<file path="config.mk">
export PLATFORM = sky130hd
export DESIGN_NAME = unicycle_pose_integrator_unit
export DESIGN_NICKNAME = d
export VERILOG_FILES = /design/src/upi_pkg.sv /design/src/unicycle_pose_integrator_unit.sv
export SDC_FILE = /design/constraint.sdc
export NUM_CORES = 2
export LEC_CHECK = 0
export BUFFER_PORTS_ARGS = -buffer_cell sky130_fd_sc_hd__buf_2
export CAP_MARGIN = 10
export CORE_ASPECT_RATIO = 0.6
export CORE_MARGIN = 4
export CORE_UTILIZATION = 50
export CTS_CLUSTER_SIZE = 8
export DETAILED_ROUTE_END_ITERATION = 8
export GPL_ROUTABILITY_DRIVEN = 0
export PLACE_DENSITY_LB_ADDON = 0.08
export SYNTH_ARGS = -nofsm -noshare
export SYNTH_HDL_FRONTEND = slang
export SYNTH_SLANG_ARGS = --single-unit
</file>
<file path="constraint.sdc">
create_clock -name clk_i -period 27.6 [get_ports clk_i]
set_input_delay 1.38 -clock clk_i [delete_from_list [all_inputs] [get_ports clk_i]]
set_output_delay 1.38 -clock clk_i [all_outputs]
set_load 0.02 [all_outputs]
</file>
<file path="src/upi_pkg.sv">
// Shared types and constants of the unicycle pose integrator.
package upi_pkg;

  // Sequencer states
  typedef enum logic [2:0] {
    ST_IDLE,
    ST_MUL,
    ST_WB,
    ST_TRIG,
    ST_XSAT,
    ST_YSAT,
    ST_DONE
  } state_e;

  // Operations issued to the shared multiplier
  typedef enum logic [3:0] {
    U_ANG,
    U_LIN,
    U_X,
    U_X2,
    U_HMUL,
    U_HREC,
    U_HCHK,
    U_SFIN,
    U_DX0,
    U_DX1,
    U_DY0,
    U_DY1
  } uop_e;

  // Configuration register indexes
  localparam logic [1:0] REG_TIME_STEP  = 2'd0;
  localparam logic [1:0] REG_START_X    = 2'd1;
  localparam logic [1:0] REG_START_Y    = 2'd2;
  localparam logic [1:0] REG_START_HEAD = 2'd3;

  localparam int unsigned CFG_AW = 4;

  localparam logic [15:0] TIME_STEP_RST = 16'd655;

  // pi in Q2.30 (radians per half turn, scaled for the 15-bit shift)
  localparam logic [31:0] PI_Q30  = 32'hC90F_DAA2;
  localparam logic [31:0] ONE_Q30 = 32'h4000_0000;

  // Taylor series Horner divisors: sine terms first, then cosine terms
  localparam int unsigned HORNER_N = 11;
  localparam logic [3:0] SIN_LAST = 4'd4;
  localparam logic [3:0] COS_LAST = 4'd10;

  localparam logic [7:0] HORNER_K [HORNER_N] = '{
    8'd110, 8'd72, 8'd42, 8'd20, 8'd6,
    8'd132, 8'd90, 8'd56, 8'd30, 8'd12, 8'd2
  };

  // floor(2^31 / k): reciprocal for the quotient estimate, one correction step after
  localparam logic [31:0] HORNER_M [HORNER_N] = '{
    32'(64'h8000_0000 / 64'd110), 32'(64'h8000_0000 / 64'd72),
    32'(64'h8000_0000 / 64'd42),  32'(64'h8000_0000 / 64'd20),
    32'(64'h8000_0000 / 64'd6),   32'(64'h8000_0000 / 64'd132),
    32'(64'h8000_0000 / 64'd90),  32'(64'h8000_0000 / 64'd56),
    32'(64'h8000_0000 / 64'd30),  32'(64'h8000_0000 / 64'd12),
    32'(64'h8000_0000 / 64'd2)
  };

endpackage

</file>
<file path="src/unicycle_pose_integrator_unit.sv">
// Top level of the unicycle pose integrator: config registers, sequencer and datapath.
//
// Dead-reckoning pose integrator. A step transaction (tuser = 0) runs its products
// through one 32x32 multiplier that is shared by every product (time-step scaling, the
// sine/cosine Horner series with reciprocal division, and the split 39x(TRIG_BITS+1)
// distance products); each product passes a multiply state and a write-back state.
// A restart transaction (tuser = 1) loads the start pose and goes straight to done. The
// input is not ready while an item is in work; a finished pose waits in the output
// register so the next item can start meanwhile. The user must write configuration
// over the APB-style port only while the block is idle; the block does not enforce it.
module unicycle_pose_integrator_unit
  import upi_pkg::*;
#(
  parameter int unsigned TRIG_BITS = 16
) (
  input  logic              clk_i,
  input  logic              rst_ni,
  // APB-style configuration port
  input  logic              psel,
  input  logic              penable,
  input  logic              pwrite,
  input  logic [CFG_AW-1:0] paddr,
  input  logic [31:0]       pwdata,
  output logic [31:0]       prdata,
  output logic              pready,
  // Input stream
  input  logic              s_axis_tvalid,
  output logic              s_axis_tready,
  input  logic [47:0]       s_axis_tdata,  // [23:0] lin_vel, [47:24] ang_vel
  input  logic              s_axis_tuser,  // [0] op
  // Output stream
  output logic              m_axis_tvalid,
  input  logic              m_axis_tready,
  output logic [79:0]       m_axis_tdata   // [31:0] pos_x, [63:32] pos_y, [79:64] heading
);

  localparam int unsigned TW      = TRIG_BITS + 1;            // trig magnitude width
  localparam int unsigned SH      = 16 + TRIG_BITS;           // product to Q16.16 shift
  localparam int unsigned MW      = 64 - SH;                  // rounded delta width
  localparam int unsigned SUMW    = ((MW > 32) ? MW : 32) + 2;
  localparam logic [31:0] TRIG_RND = 32'(1) << (29 - TRIG_BITS);
  localparam logic [63:0] HALF    = 64'(1) << (SH - 1);

  // Round a Q30 value to TRIG_BITS fraction bits, half up
  function automatic logic [TW-1:0] to_trig(input logic [31:0] v);
    logic [31:0] s;
    s = v + TRIG_RND;
    return s[30:30-TRIG_BITS];
  endfunction

  // Saturating add of a signed delta (magnitude and sign) to a Q16.16 position
  function automatic logic [31:0] sat_add(input logic [31:0] cur, input logic [MW-1:0] mag,
                                          input logic neg);
    logic [SUMW-1:0] c;
    logic [SUMW-1:0] d;
    logic [SUMW-1:0] s;
    logic [31:0]     r;
    c = {{(SUMW-32){cur[31]}}, cur};
    d = {{(SUMW-MW){1'b0}}, mag};
    s = neg ? (c - d) : (c + d);
    if (!s[SUMW-1] && (|s[SUMW-2:31])) begin
      r = 32'h7FFF_FFFF;
    end else if (s[SUMW-1] && !(&s[SUMW-2:31])) begin
      r = 32'h8000_0000;
    end else begin
      r = s[31:0];
    end
    return r;
  endfunction

  state_e state_q, state_d;
  uop_e   uop_q, uop_d;
  logic [3:0] hidx_q, hidx_d;

  // Config registers and pose state
  logic [15:0] time_step_q;
  logic [31:0] start_x_q;
  logic [31:0] start_y_q;
  logic [15:0] start_head_q;
  logic [31:0] cur_x_q;
  logic [31:0] cur_y_q;
  logic [15:0] cur_head_q;

  // Output register
  logic        m_valid_q;
  logic [79:0] out_q;

  // Scratch datapath registers
  logic [23:0]   lv_q;
  logic [23:0]   av_q;
  logic [15:0]   dh_q;
  logic [38:0]   dmag_q;
  logic          dneg_q;
  logic [31:0]   xa_q;
  logic [31:0]   x2_q;
  logic [31:0]   t_q;
  logic [31:0]   v_q;
  logic [31:0]   quo_q;
  logic [31:0]   sn_q;
  logic [TW-1:0] cmag_q;
  logic [TW-1:0] smag_q;
  logic          cneg_q;
  logic          sneg_q;
  logic [63:0]   prod_q;
  logic [63:0]   acc_q;

  logic s_fire;
  logic out_free;
  logic cfg_wr;

  assign s_axis_tready = (state_q == ST_IDLE);
  assign s_fire        = s_axis_tvalid && s_axis_tready;
  assign out_free      = !m_valid_q || m_axis_tready;
  assign m_axis_tvalid = m_valid_q;
  assign m_axis_tdata  = out_q;
  assign pready        = 1'b1;
  assign cfg_wr        = psel && penable && pwrite;

  // Register readback
  always_comb begin
    unique case (paddr[3:2])
      REG_TIME_STEP:  prdata = {16'd0, time_step_q};
      REG_START_X:    prdata = start_x_q;
      REG_START_Y:    prdata = start_y_q;
      REG_START_HEAD: prdata = {16'd0, start_head_q};
      default:        prdata = '0;
    endcase
  end

  // Heading reduced to the first octant
  logic [13:0] head_off;
  logic        swap;
  logic [13:0] red_ang;
  logic [23:0] lv_mag;

  assign head_off = cur_head_q[13:0];
  assign swap     = head_off > 14'd8192;
  assign red_ang  = swap ? 14'(15'd16384 - {1'b0, head_off}) : head_off;
  assign lv_mag   = lv_q[23] ? 24'(-lv_q) : lv_q;

  // Shared multiplier operand select
  logic [31:0] mul_a;
  logic [31:0] mul_b;
  logic [63:0] mul_p;

  always_comb begin
    mul_a = '0;
    mul_b = '0;
    unique case (uop_q)
      U_ANG: begin
        mul_a = {{8{av_q[23]}}, av_q};
        mul_b = {16'd0, time_step_q};
      end
      U_LIN: begin
        mul_a = {8'd0, lv_mag};
        mul_b = {16'd0, time_step_q};
      end
      U_X: begin
        mul_a = {18'd0, red_ang};
        mul_b = PI_Q30;
      end
      U_X2: begin
        mul_a = xa_q;
        mul_b = xa_q;
      end
      U_HMUL: begin
        mul_a = x2_q;
        mul_b = t_q;
      end
      U_HREC: begin
        mul_a = v_q;
        mul_b = HORNER_M[hidx_q];
      end
      U_HCHK: begin
        mul_a = quo_q;
        mul_b = {24'd0, HORNER_K[hidx_q]};
      end
      U_SFIN: begin
        mul_a = xa_q;
        mul_b = t_q;
      end
      U_DX0: begin
        mul_a = dmag_q[31:0];
        mul_b = {{(32-TW){1'b0}}, cmag_q};
      end
      U_DX1: begin
        mul_a = {25'd0, dmag_q[38:32]};
        mul_b = {{(32-TW){1'b0}}, cmag_q};
      end
      U_DY0: begin
        mul_a = dmag_q[31:0];
        mul_b = {{(32-TW){1'b0}}, smag_q};
      end
      U_DY1: begin
        mul_a = {25'd0, dmag_q[38:32]};
        mul_b = {{(32-TW){1'b0}}, smag_q};
      end
      default: begin
        mul_a = '0;
        mul_b = '0;
      end
    endcase
  end

  assign mul_p = {32'd0, mul_a} * {32'd0, mul_b};

  // Sequencer state register
  always_ff @(posedge clk_i or negedge rst_ni) begin
    if (!rst_ni) begin
      state_q <= ST_IDLE;
      uop_q   <= U_ANG;
      hidx_q  <= '0;
    end else begin
      state_q <= state_d;
      uop_q   <= uop_d;
      hidx_q  <= hidx_d;
    end
  end

  // Sequencer next state
  always_comb begin
    state_d = state_q;
    uop_d   = uop_q;
    hidx_d  = hidx_q;
    unique case (state_q)
      ST_IDLE: begin
        if (s_fire) begin
          state_d = s_axis_tuser ? ST_DONE : ST_MUL;
          uop_d   = U_ANG;
        end
      end
      ST_MUL: state_d = ST_WB;
      ST_WB: begin
        state_d = ST_MUL;
        unique case (uop_q)
          U_ANG: uop_d = U_LIN;
          U_LIN: uop_d = U_X;
          U_X:   uop_d = U_X2;
          U_X2: begin
            uop_d  = U_HMUL;
            hidx_d = '0;
          end
          U_HMUL: uop_d = U_HREC;
          U_HREC: uop_d = U_HCHK;
          U_HCHK: begin
            hidx_d = hidx_q + 4'd1;
            if (hidx_q == SIN_LAST) begin
              uop_d = U_SFIN;
            end else if (hidx_q == COS_LAST) begin
              state_d = ST_TRIG;
            end else begin
              uop_d = U_HMUL;
            end
          end
          U_SFIN: uop_d = U_HMUL;
          U_DX0:  uop_d = U_DX1;
          U_DX1:  state_d = ST_XSAT;
          U_DY0:  uop_d = U_DY1;
          U_DY1:  state_d = ST_YSAT;
          default: state_d = ST_IDLE;
        endcase
      end
      ST_TRIG: begin
        state_d = ST_MUL;
        uop_d   = U_DX0;
      end
      ST_XSAT: begin
        state_d = ST_MUL;
        uop_d   = U_DY0;
      end
      ST_YSAT: state_d = ST_DONE;
      ST_DONE: begin
        if (out_free) begin
          state_d = ST_IDLE;
        end
      end
      default: state_d = ST_IDLE;
    endcase
  end

  // Horner correction: quotient estimate is low by at most one
  logic [31:0] hrem;
  logic [31:0] hquo;
  assign hrem = v_q - prod_q[31:0];
  assign hquo = quo_q + 32'(hrem >= {24'd0, HORNER_K[hidx_q]});

  // Sine and cosine magnitudes of the reduced angle, swapped across the octant
  logic [TW-1:0] sn_t;
  logic [TW-1:0] cs_t;
  logic [TW-1:0] sq_mag;
  logic [TW-1:0] cq_mag;
  assign sn_t   = to_trig(sn_q);
  assign cs_t   = to_trig(t_q);
  assign sq_mag = swap ? cs_t : sn_t;
  assign cq_mag = swap ? sn_t : cs_t;

  // Config, pose and output registers
  always_ff @(posedge clk_i or negedge rst_ni) begin
    if (!rst_ni) begin
      time_step_q  <= TIME_STEP_RST;
      start_x_q    <= '0;
      start_y_q    <= '0;
      start_head_q <= '0;
      cur_x_q      <= '0;
      cur_y_q      <= '0;
      cur_head_q   <= '0;
      m_valid_q    <= 1'b0;
    end else begin
      if (cfg_wr) begin
        unique case (paddr[3:2])
          REG_TIME_STEP:  time_step_q  <= pwdata[15:0];
          REG_START_X:    start_x_q    <= pwdata;
          REG_START_Y:    start_y_q    <= pwdata;
          REG_START_HEAD: start_head_q <= pwdata[15:0];
          default: ;
        endcase
      end
      if (s_fire && s_axis_tuser) begin
        cur_x_q    <= start_x_q;
        cur_y_q    <= start_y_q;
        cur_head_q <= start_head_q;
      end
      if (state_q == ST_XSAT) begin
        cur_x_q <= sat_add(cur_x_q, acc_q[63:SH], dneg_q ^ cneg_q);
      end
      if (state_q == ST_YSAT) begin
        cur_y_q    <= sat_add(cur_y_q, acc_q[63:SH], dneg_q ^ sneg_q);
        cur_head_q <= cur_head_q + dh_q;
      end
      if (state_q == ST_DONE && out_free) begin
        m_valid_q <= 1'b1;
      end else if (m_axis_tready) begin
        m_valid_q <= 1'b0;
      end
    end
  end

  // Output payload
  always_ff @(posedge clk_i) begin
    if (state_q == ST_DONE && out_free) begin
      out_q <= {cur_head_q, cur_y_q, cur_x_q};
    end
  end

  // Datapath scratch registers
  always_ff @(posedge clk_i) begin
    if (s_fire) begin
      lv_q <= s_axis_tdata[23:0];
      av_q <= s_axis_tdata[47:24];
    end
    if (state_q == ST_MUL) begin
      prod_q <= mul_p;
    end
    if (state_q == ST_TRIG) begin
      unique case (cur_head_q[15:14])
        2'd0: begin
          cmag_q <= cq_mag; cneg_q <= 1'b0;
          smag_q <= sq_mag; sneg_q <= 1'b0;
        end
        2'd1: begin
          cmag_q <= sq_mag; cneg_q <= 1'b1;
          smag_q <= cq_mag; sneg_q <= 1'b0;
        end
        2'd2: begin
          cmag_q <= cq_mag; cneg_q <= 1'b1;
          smag_q <= sq_mag; sneg_q <= 1'b1;
        end
        default: begin
          cmag_q <= sq_mag; cneg_q <= 1'b0;
          smag_q <= cq_mag; sneg_q <= 1'b1;
        end
      endcase
    end
    if (state_q == ST_WB) begin
      case (uop_q)
        U_ANG: dh_q <= 16'((prod_q[31:0] + 32'd32768) >> 16);
        U_LIN: begin
          dmag_q <= prod_q[38:0];
          dneg_q <= lv_q[23];
        end
        U_X: xa_q <= 32'((prod_q[46:0] + 47'd16384) >> 15);
        U_X2: begin
          x2_q <= prod_q[61:30];
          t_q  <= ONE_Q30;
        end
        U_HMUL: v_q   <= prod_q[61:30];
        U_HREC: quo_q <= prod_q[62:31];
        U_HCHK: t_q   <= ONE_Q30 - hquo;
        U_SFIN: begin
          sn_q <= prod_q[61:30];
          t_q  <= ONE_Q30;
        end
        U_DX0, U_DY0: acc_q <= prod_q;
        U_DX1, U_DY1: acc_q <= acc_q + {prod_q[31:0], 32'd0} + HALF;
        default: ;
      endcase
    end
  end

endmodule

</file>
# Word-level counts from Yosys, hierarchy flattened

Memory sizes are Yosys's and may differ from the RTL's.
Index checks and enable logic that the tools add are counted.

Register bits: 727
Latch bits: 0
Memory bits (writable): 0
Memory bits (read-only): 640
Bits of input ports: 92
Output and inout bits: 115
Logic and storage cells: 185
Memories kept: 2

Memory list:

| memory          | depth | bits a word | read ports | clocked after Yosys merged registers in | wr ports | RTL line                             | source |
|---|---|---|---|---|---|---|---|
| (no name shown) | 16    | 32          | 1          | 0                                       | 0        | unicycle_pose_integrator_unit.sv:172 | `mul_b = HORNER_M[hidx_q];` |
| (no name shown) | 16    | 8           | 1          | 0                                       | 0        | unicycle_pose_integrator_unit.sv:285 | `assign hquo = quo_q + 32'(hrem >= {24'd0, HORNER_K[hidx_q]});` |

$add $sub $neg: 17
Multiply operators: 1
Divide/modulo/power cells: 0
Order comparisons: 3
Eq/ne operators: 28
Shift operators: 0
Mux-type cells: 44
Bitwise operators: 3
Reductions and logical operators: 58

Operator list:

| cell                                                                  | number |
|---|---|
| 32-bit 2-to-1 mux                                                     | 10 |
| 32-bit one-hot mux with 9 select lines                                | 1 |
| 32-bit one-hot mux with 8 select lines                                | 1 |
| 32-bit one-hot mux with 4 select lines                                | 1 |
| 64-bit one-hot mux with 2 select lines                                | 1 |
| 32-bit by 33-bit adder with 34-bit output                             | 2 |
| 17-bit 2-to-1 mux                                                     | 4 |
| 34-bit 2-to-1 mux                                                     | 2 |
| 32-bit by 33-bit subtractor with 34-bit output                        | 2 |
| 64-bit by 32-bit adder with 64-bit output (second input constant)     | 1 |
| 64-bit adder                                                          | 1 |
| 32-bit by 32-bit multiplier with 64-bit output                        | 1 |
| 32-bit one-hot mux with 2 select lines                                | 1 |
| 31-bit by 14-bit adder with 31-bit output (second input constant)     | 2 |
| 47-bit by 15-bit adder with 47-bit output (second input constant)     | 1 |
| 4-bit one-hot mux with 9 select lines                                 | 1 |
| 2-bit AND reduction                                                   | 17 |
| 32-bit by 1-bit adder with 32-bit output                              | 1 |
| 32-bit by 16-bit adder with 32-bit output (second input constant)     | 1 |
| 32-bit by 8-bit greater-or-equal comparator with 1-bit output         | 1 |
| 16-bit 2-to-1 mux                                                     | 2 |
| 31-bit by 32-bit subtractor with 32-bit output (first input constant) | 1 |
| 32-bit subtractor                                                     | 1 |
| 2-bit OR reduction                                                    | 13 |
| 42 further kinds                                                      | 85 |

# Longest topological paths before layout

Depth in word-level cells: 8
Depth in mapped cells: 41
Gate-level depth less buffers: 38

# Least setup slack after synthesis

OpenSTA, ideal clock, no wires.

Path kind: register to register
From: reg lv_q[2]
To: reg prod_q[56] (data pin)
Library setup time: 0.259 ns
Arrival: 9.826 ns
Data required time: 27.341 ns
Setup slack: 17.515 ns
Stages on the path, launching flop included: 36
Buffers on the path: 2
Period minus slack after synthesis: 10.085 ns
Cells stage by stage: edfxtp_1 -> or4_1 -> or2_2 -> or4_1 -> or4_1 -> o21ai_0 -> xor2_1 -> o2111ai_1 -> clkbuf_1 -> nand2_1 -> fa_1 -> inv_1 -> fa_1 -> inv_1 -> fa_1 -> fa_1 -> inv_1 -> fa_1 -> fa_1 -> fa_1 -> inv_1 -> fa_1 -> inv_1 -> ha_1 -> clkbuf_1 -> a21oi_1 -> o21ai_0 -> a221oi_1 -> o221ai_1 -> or3_1 -> nor2_1 -> o31ai_1 -> a221o_1 -> a21o_1 -> a31oi_1 -> xnor2_1

Longest elaborated chain between the ends: 4

RTL lines:

| what                                               | RTL line                             | source |
|---|---|---|
| start: declaration                                 | unicycle_pose_integrator_unit.sv:89  | `logic [23:0] lv_q;` |
| start signal: assignment                           | unicycle_pose_integrator_unit.sv:348 | `lv_q <= s_axis_tdata[23:0];` |
| 24-bit negator                                     | unicycle_pose_integrator_unit.sv:139 | `assign lv_mag = lv_q[23] ? 24'(-lv_q) : lv_q;` |
| 24-bit 2-to-1 mux (*)                              | unicycle_pose_integrator_unit.sv:139 |  |
| 32-bit one-hot mux with 9 select lines (*)         | unicycle_pose_integrator_unit.sv:149 | `unique case (uop_q)` |
| 32-bit by 32-bit multiplier with 64-bit output (*) | unicycle_pose_integrator_unit.sv:205 | `assign mul_p = {32'd0, mul_a} * {32'd0, mul_b};` |
| named net mul_p[56]                                | unicycle_pose_integrator_unit.sv:144 | `logic [63:0] mul_p;` |
| end signal: assignment                             | unicycle_pose_integrator_unit.sv:352 | `prod_q <= mul_p;` |
| end: declaration                                   | unicycle_pose_integrator_unit.sv:104 | `logic [63:0] prod_q;` |

Mark *: on every way through the listed nets, which the timed path passes. The rest lies on a longest branch.
A chain may end at the register's enable or synchronous reset.

# Worst setup path in the final report

From: reg lv_q[2]
To: reg prod_q[61] (data pin)

Same word-level chain as after synthesis.

==> impl_metrics.tcl <==
set metrics [dict create \
    hold-path-endpoint "quo_q[31]$_DFFE_PP_" \
    reg2reg_slack_ns 14.84 \
    dpl.hpwl_mm 211.8 \
    synth_seq_cells 683 \
    vias 58610 \
    top_layer_used "met5" \
    fillers 12830 \
    track_usage_pct 35.53 \
    htreeDepth 3 \
    cp_max_fo 21 \
    cp-end-kind "flip-flop" \
    postCtsSetupBuffers 0 \
    cts_buffers 95 \
    cts_tree "done" \
    row_count 107 \
    wl_met3_mm 46.33 \
    max_freq_mhz 78.40 \
    area_delta_synth_final_pct 8.936 \
    synth_top_area_share_pct 25.14 \
    grt-ovfl-total 0 \
    nNetsFinal 9045 \
    synth-edff-count 495 \
    grt_pass1_vias 56100 \
    reg2reg_depth 31 \
    drv_cap 0 \
    ys_async_sr_fraction_pct 27.53 \
    start_util_pct 50.47 \
    rr_startpoint "lv_q[2]$_DFFE_PP_" \
    die_y_um 301.5 \
    worst-path-buf-inv 3 \
    critical_path_required_ns 28.10 \
    drtIter0Drc 7780 \
    synthCells 7476 \
    detail-route-antenna-nets 0 \
    yosysUniqueCellTypes 87 \
    cp.arrival_ns 13.26 \
    cts_hold_buf 0 \
    clock_path_buffers 3 \
    drc 6 \
    post_cts_resized 0 \
    holdPathStages 0 \
    cpMostUsedCell "fa_1" \
    min_period_ns 12.76 \
    drive_gt1_share_pct 9.157 \
    synth_area_leaders "fa_1, edfxtp_1, ha_1" \
    critPathSlowestCell "o21ai_0" \
    status "finished with violations" \
    timing.final.setup_violations 0 \
    hold_viol 0 \
    insertion_delay_ns 0.73 \
    holdCritPathClass "reg -> reg" \
    wl_met2_mm 96.29 \
    grt_start_max_net_pins 78 \
    grt_pass1_wl_mm 387.9 \
    drt-met1-wl_mm 116.5 \
    worst_pin_slew_ns 1.261 \
    ios 207 \
    drt_pre_antenna_iters 9 \
    fp.dieW_um 497.1 \
    cts.sinks 683 \
    setup_tns_ns 0 \
    clock_skew_ns 0.03549 \
    postSynthAreaPerCell_um2 9.599 \
    grt_antenna_before_repair 12 \
    die-area_um2 149800 \
    worstSetupPathType "reg -> reg" \
    slew_viol_final 0 \
    crit_start "lv_q[2]$_DFFE_PP_" \
    post_drt_via_cell_ratio 6.123 \
    finalCritPeriodShare_pct 46.21 \
    path_clk_slew_ns 0.05 \
    start_kind "flip-flop" \
    synth_seq_area_share_pct 27.28 \
    synth_flop_cell "edfxtp_1" \
    yosysWarnings 0 \
    synth_top_area_cell "fa_1" \
    syn_nets 8930 \
    max-slew-margin-rel_pct 15.91 \
    root_buffer "clkbuf_16" \
    wl_mm 265.2 \
    portBuffers 203 \
    violations "design-rule violations" \
    core_area_um2 142200 \
    r2r_end "prod_q[61]$_DFFE_PP_" \
    cpLargestDelayFamily "adder cells" \
    wl_per_cell_um 27.71 \
    cpPeakStageDelay_ns 0.92 \
    syn_area_um2 71760 \
    rsz0062_at_grt "false" \
    hp-start "prod_q[62]$_DFFE_PP_" \
]
==> routing by layer <==
metal,vias up,global-route usage [%]
li1,24900,-
met1,29680,54.57
met2,3677,43.88
met3,338,17.44
met4,10,7.411
met5,-,1.504
==> Yosys cell counts (43+ instances only) <==
cell      count
nand3_1      99
xor2_1      160
o21ai_0     212
clkbuf_1    311
edfxtp_1    495
o211ai_1     51
nor2_1      778
a21o_1      104
dfrtp_1     182
inv_1      1133
mux2i_1      69
mux2_2      103
ha_1        461
nand2_1     987
a31oi_1      43
nor3_1       74
fa_1        901
xnor2_1     204
a21oi_1     283
or3_1        52
==> cell families after synthesis <==
group | share of synthesized area (%)
mux | 3.081
buf+inv | 7.827
fa+ha+maj | 33.17
xor+xnor | 4.443
compound gates | 10.81
flops | 27.28
other cells | 0.005226
simple gates | 13.39
==> cell type report <==
| type | instances | area (um^2) | area share, % |
|---|---|---|---|
| clock inverter | 9 | 145.1 | 0.1857 |
| timing repair buffer | 370 | 2278 | 2.915 |
| antenna | 9 | 22.52 | 0.02881 |
| inverter | 1134 | 4257 | 5.445 |
| clock buffer | 152 | 2591 | 3.315 |
| tap | 1907 | 2386 | 3.052 |
| sequential | 683 | 19580 | 25.04 |
| multi-input combinational | 5307 | 46920 | 60.02 |
==> worst max-delay path by stage <==
stage / depth (start not counted) / end
4_1_cts: 31 / prod_q[61]$_DFFE_PP_
3_3_place_gp: 31 / prod_q[61]$_DFFE_PP_
5_1_grt: 34 / prod_q[61]$_DFFE_PP_
2_1_floorplan: 35 / prod_q[56]$_DFFE_PP_
6_report: 31 / prod_q[61]$_DFFE_PP_
3_5_place_dp: 31 / prod_q[61]$_DFFE_PP_
==> worst reg2reg max path: cells and delay by family, from the launching register on <==
| kind | cells | cell delay (ns) |
|---|---|---|
| AOI/OAI and AO/OA | 12 | 3.87 |
| DFF | 1 | 0.47 |
| adders and majority gates | 9 | 4.54 |
| buffers and inverters | 3 | 0.45 |
| and+or+nand+nor | 6 | 2.77 |
| xor gates and xnor gates | 1 | 0.45 |
==> state kept, by name (all words and copies together) (netlist names), 17 cells and up <==
name,cells
v_q,32
dmag_q,39
quo_q,32
acc_q,33
cur_y_q,32
start_x_q,32
xa_q,32
smag_q,17
lv_q,24
sn_q,18
x2_q,32
cur_x_q,32
t_q,32
av_q,24
cmag_q,17
prod_q,64
m_axis_tdata,80
start_y_q,32
==> cell usage in the layout (no fill, tap or decap), types with 23 or more instances in the layout <==
cell type,instances
xor2_1,158
a32oi_1,24
nor2_1,768
a211oi_1,23
nor2b_1,28
a222oi_1,33
ha_1,461
buf_2,202
nand2_1,984
dfrtp_1,181
mux2_2,103
o31ai_1,27
edfxtp_1,495
fa_1,901
nor3_1,62
clkbuf_1,57
clkbuf_16,95
nand2b_1,30
o21ai_0,208
xnor2_1,201
a31oi_1,43
a21oi_1,282
o21bai_1,29
inv_1,1133
and2_1,40
nand4_1,38
o21a_1,39
o211ai_1,51
buf_4,167
nand3_1,98
mux2i_1,69
and3_1,40
or3_1,51
a21o_1,104
==> metrics by stage <==
step           area [um^2]  hold slack [ns]  setup WS, ns  util [%]  cells
3_3_place_gp         75410           0.4650         15.42     53.04   9401
3_5_place_dp         75410           0.4620         15.31     53.04   9401
4_1_cts              78150           0.4791         15.21     54.97   9562
5_1_grt              78150           0.4936         14.55     54.97   9562
2_1_floorplan        71760           0.4262         17.52         -   7476
6_report             78170           0.4855         14.84     54.98   9571
Power is left out: the tool's default activity adds up to more than one toggle a clock period on the data nets, which glitch-free logic cannot reach.
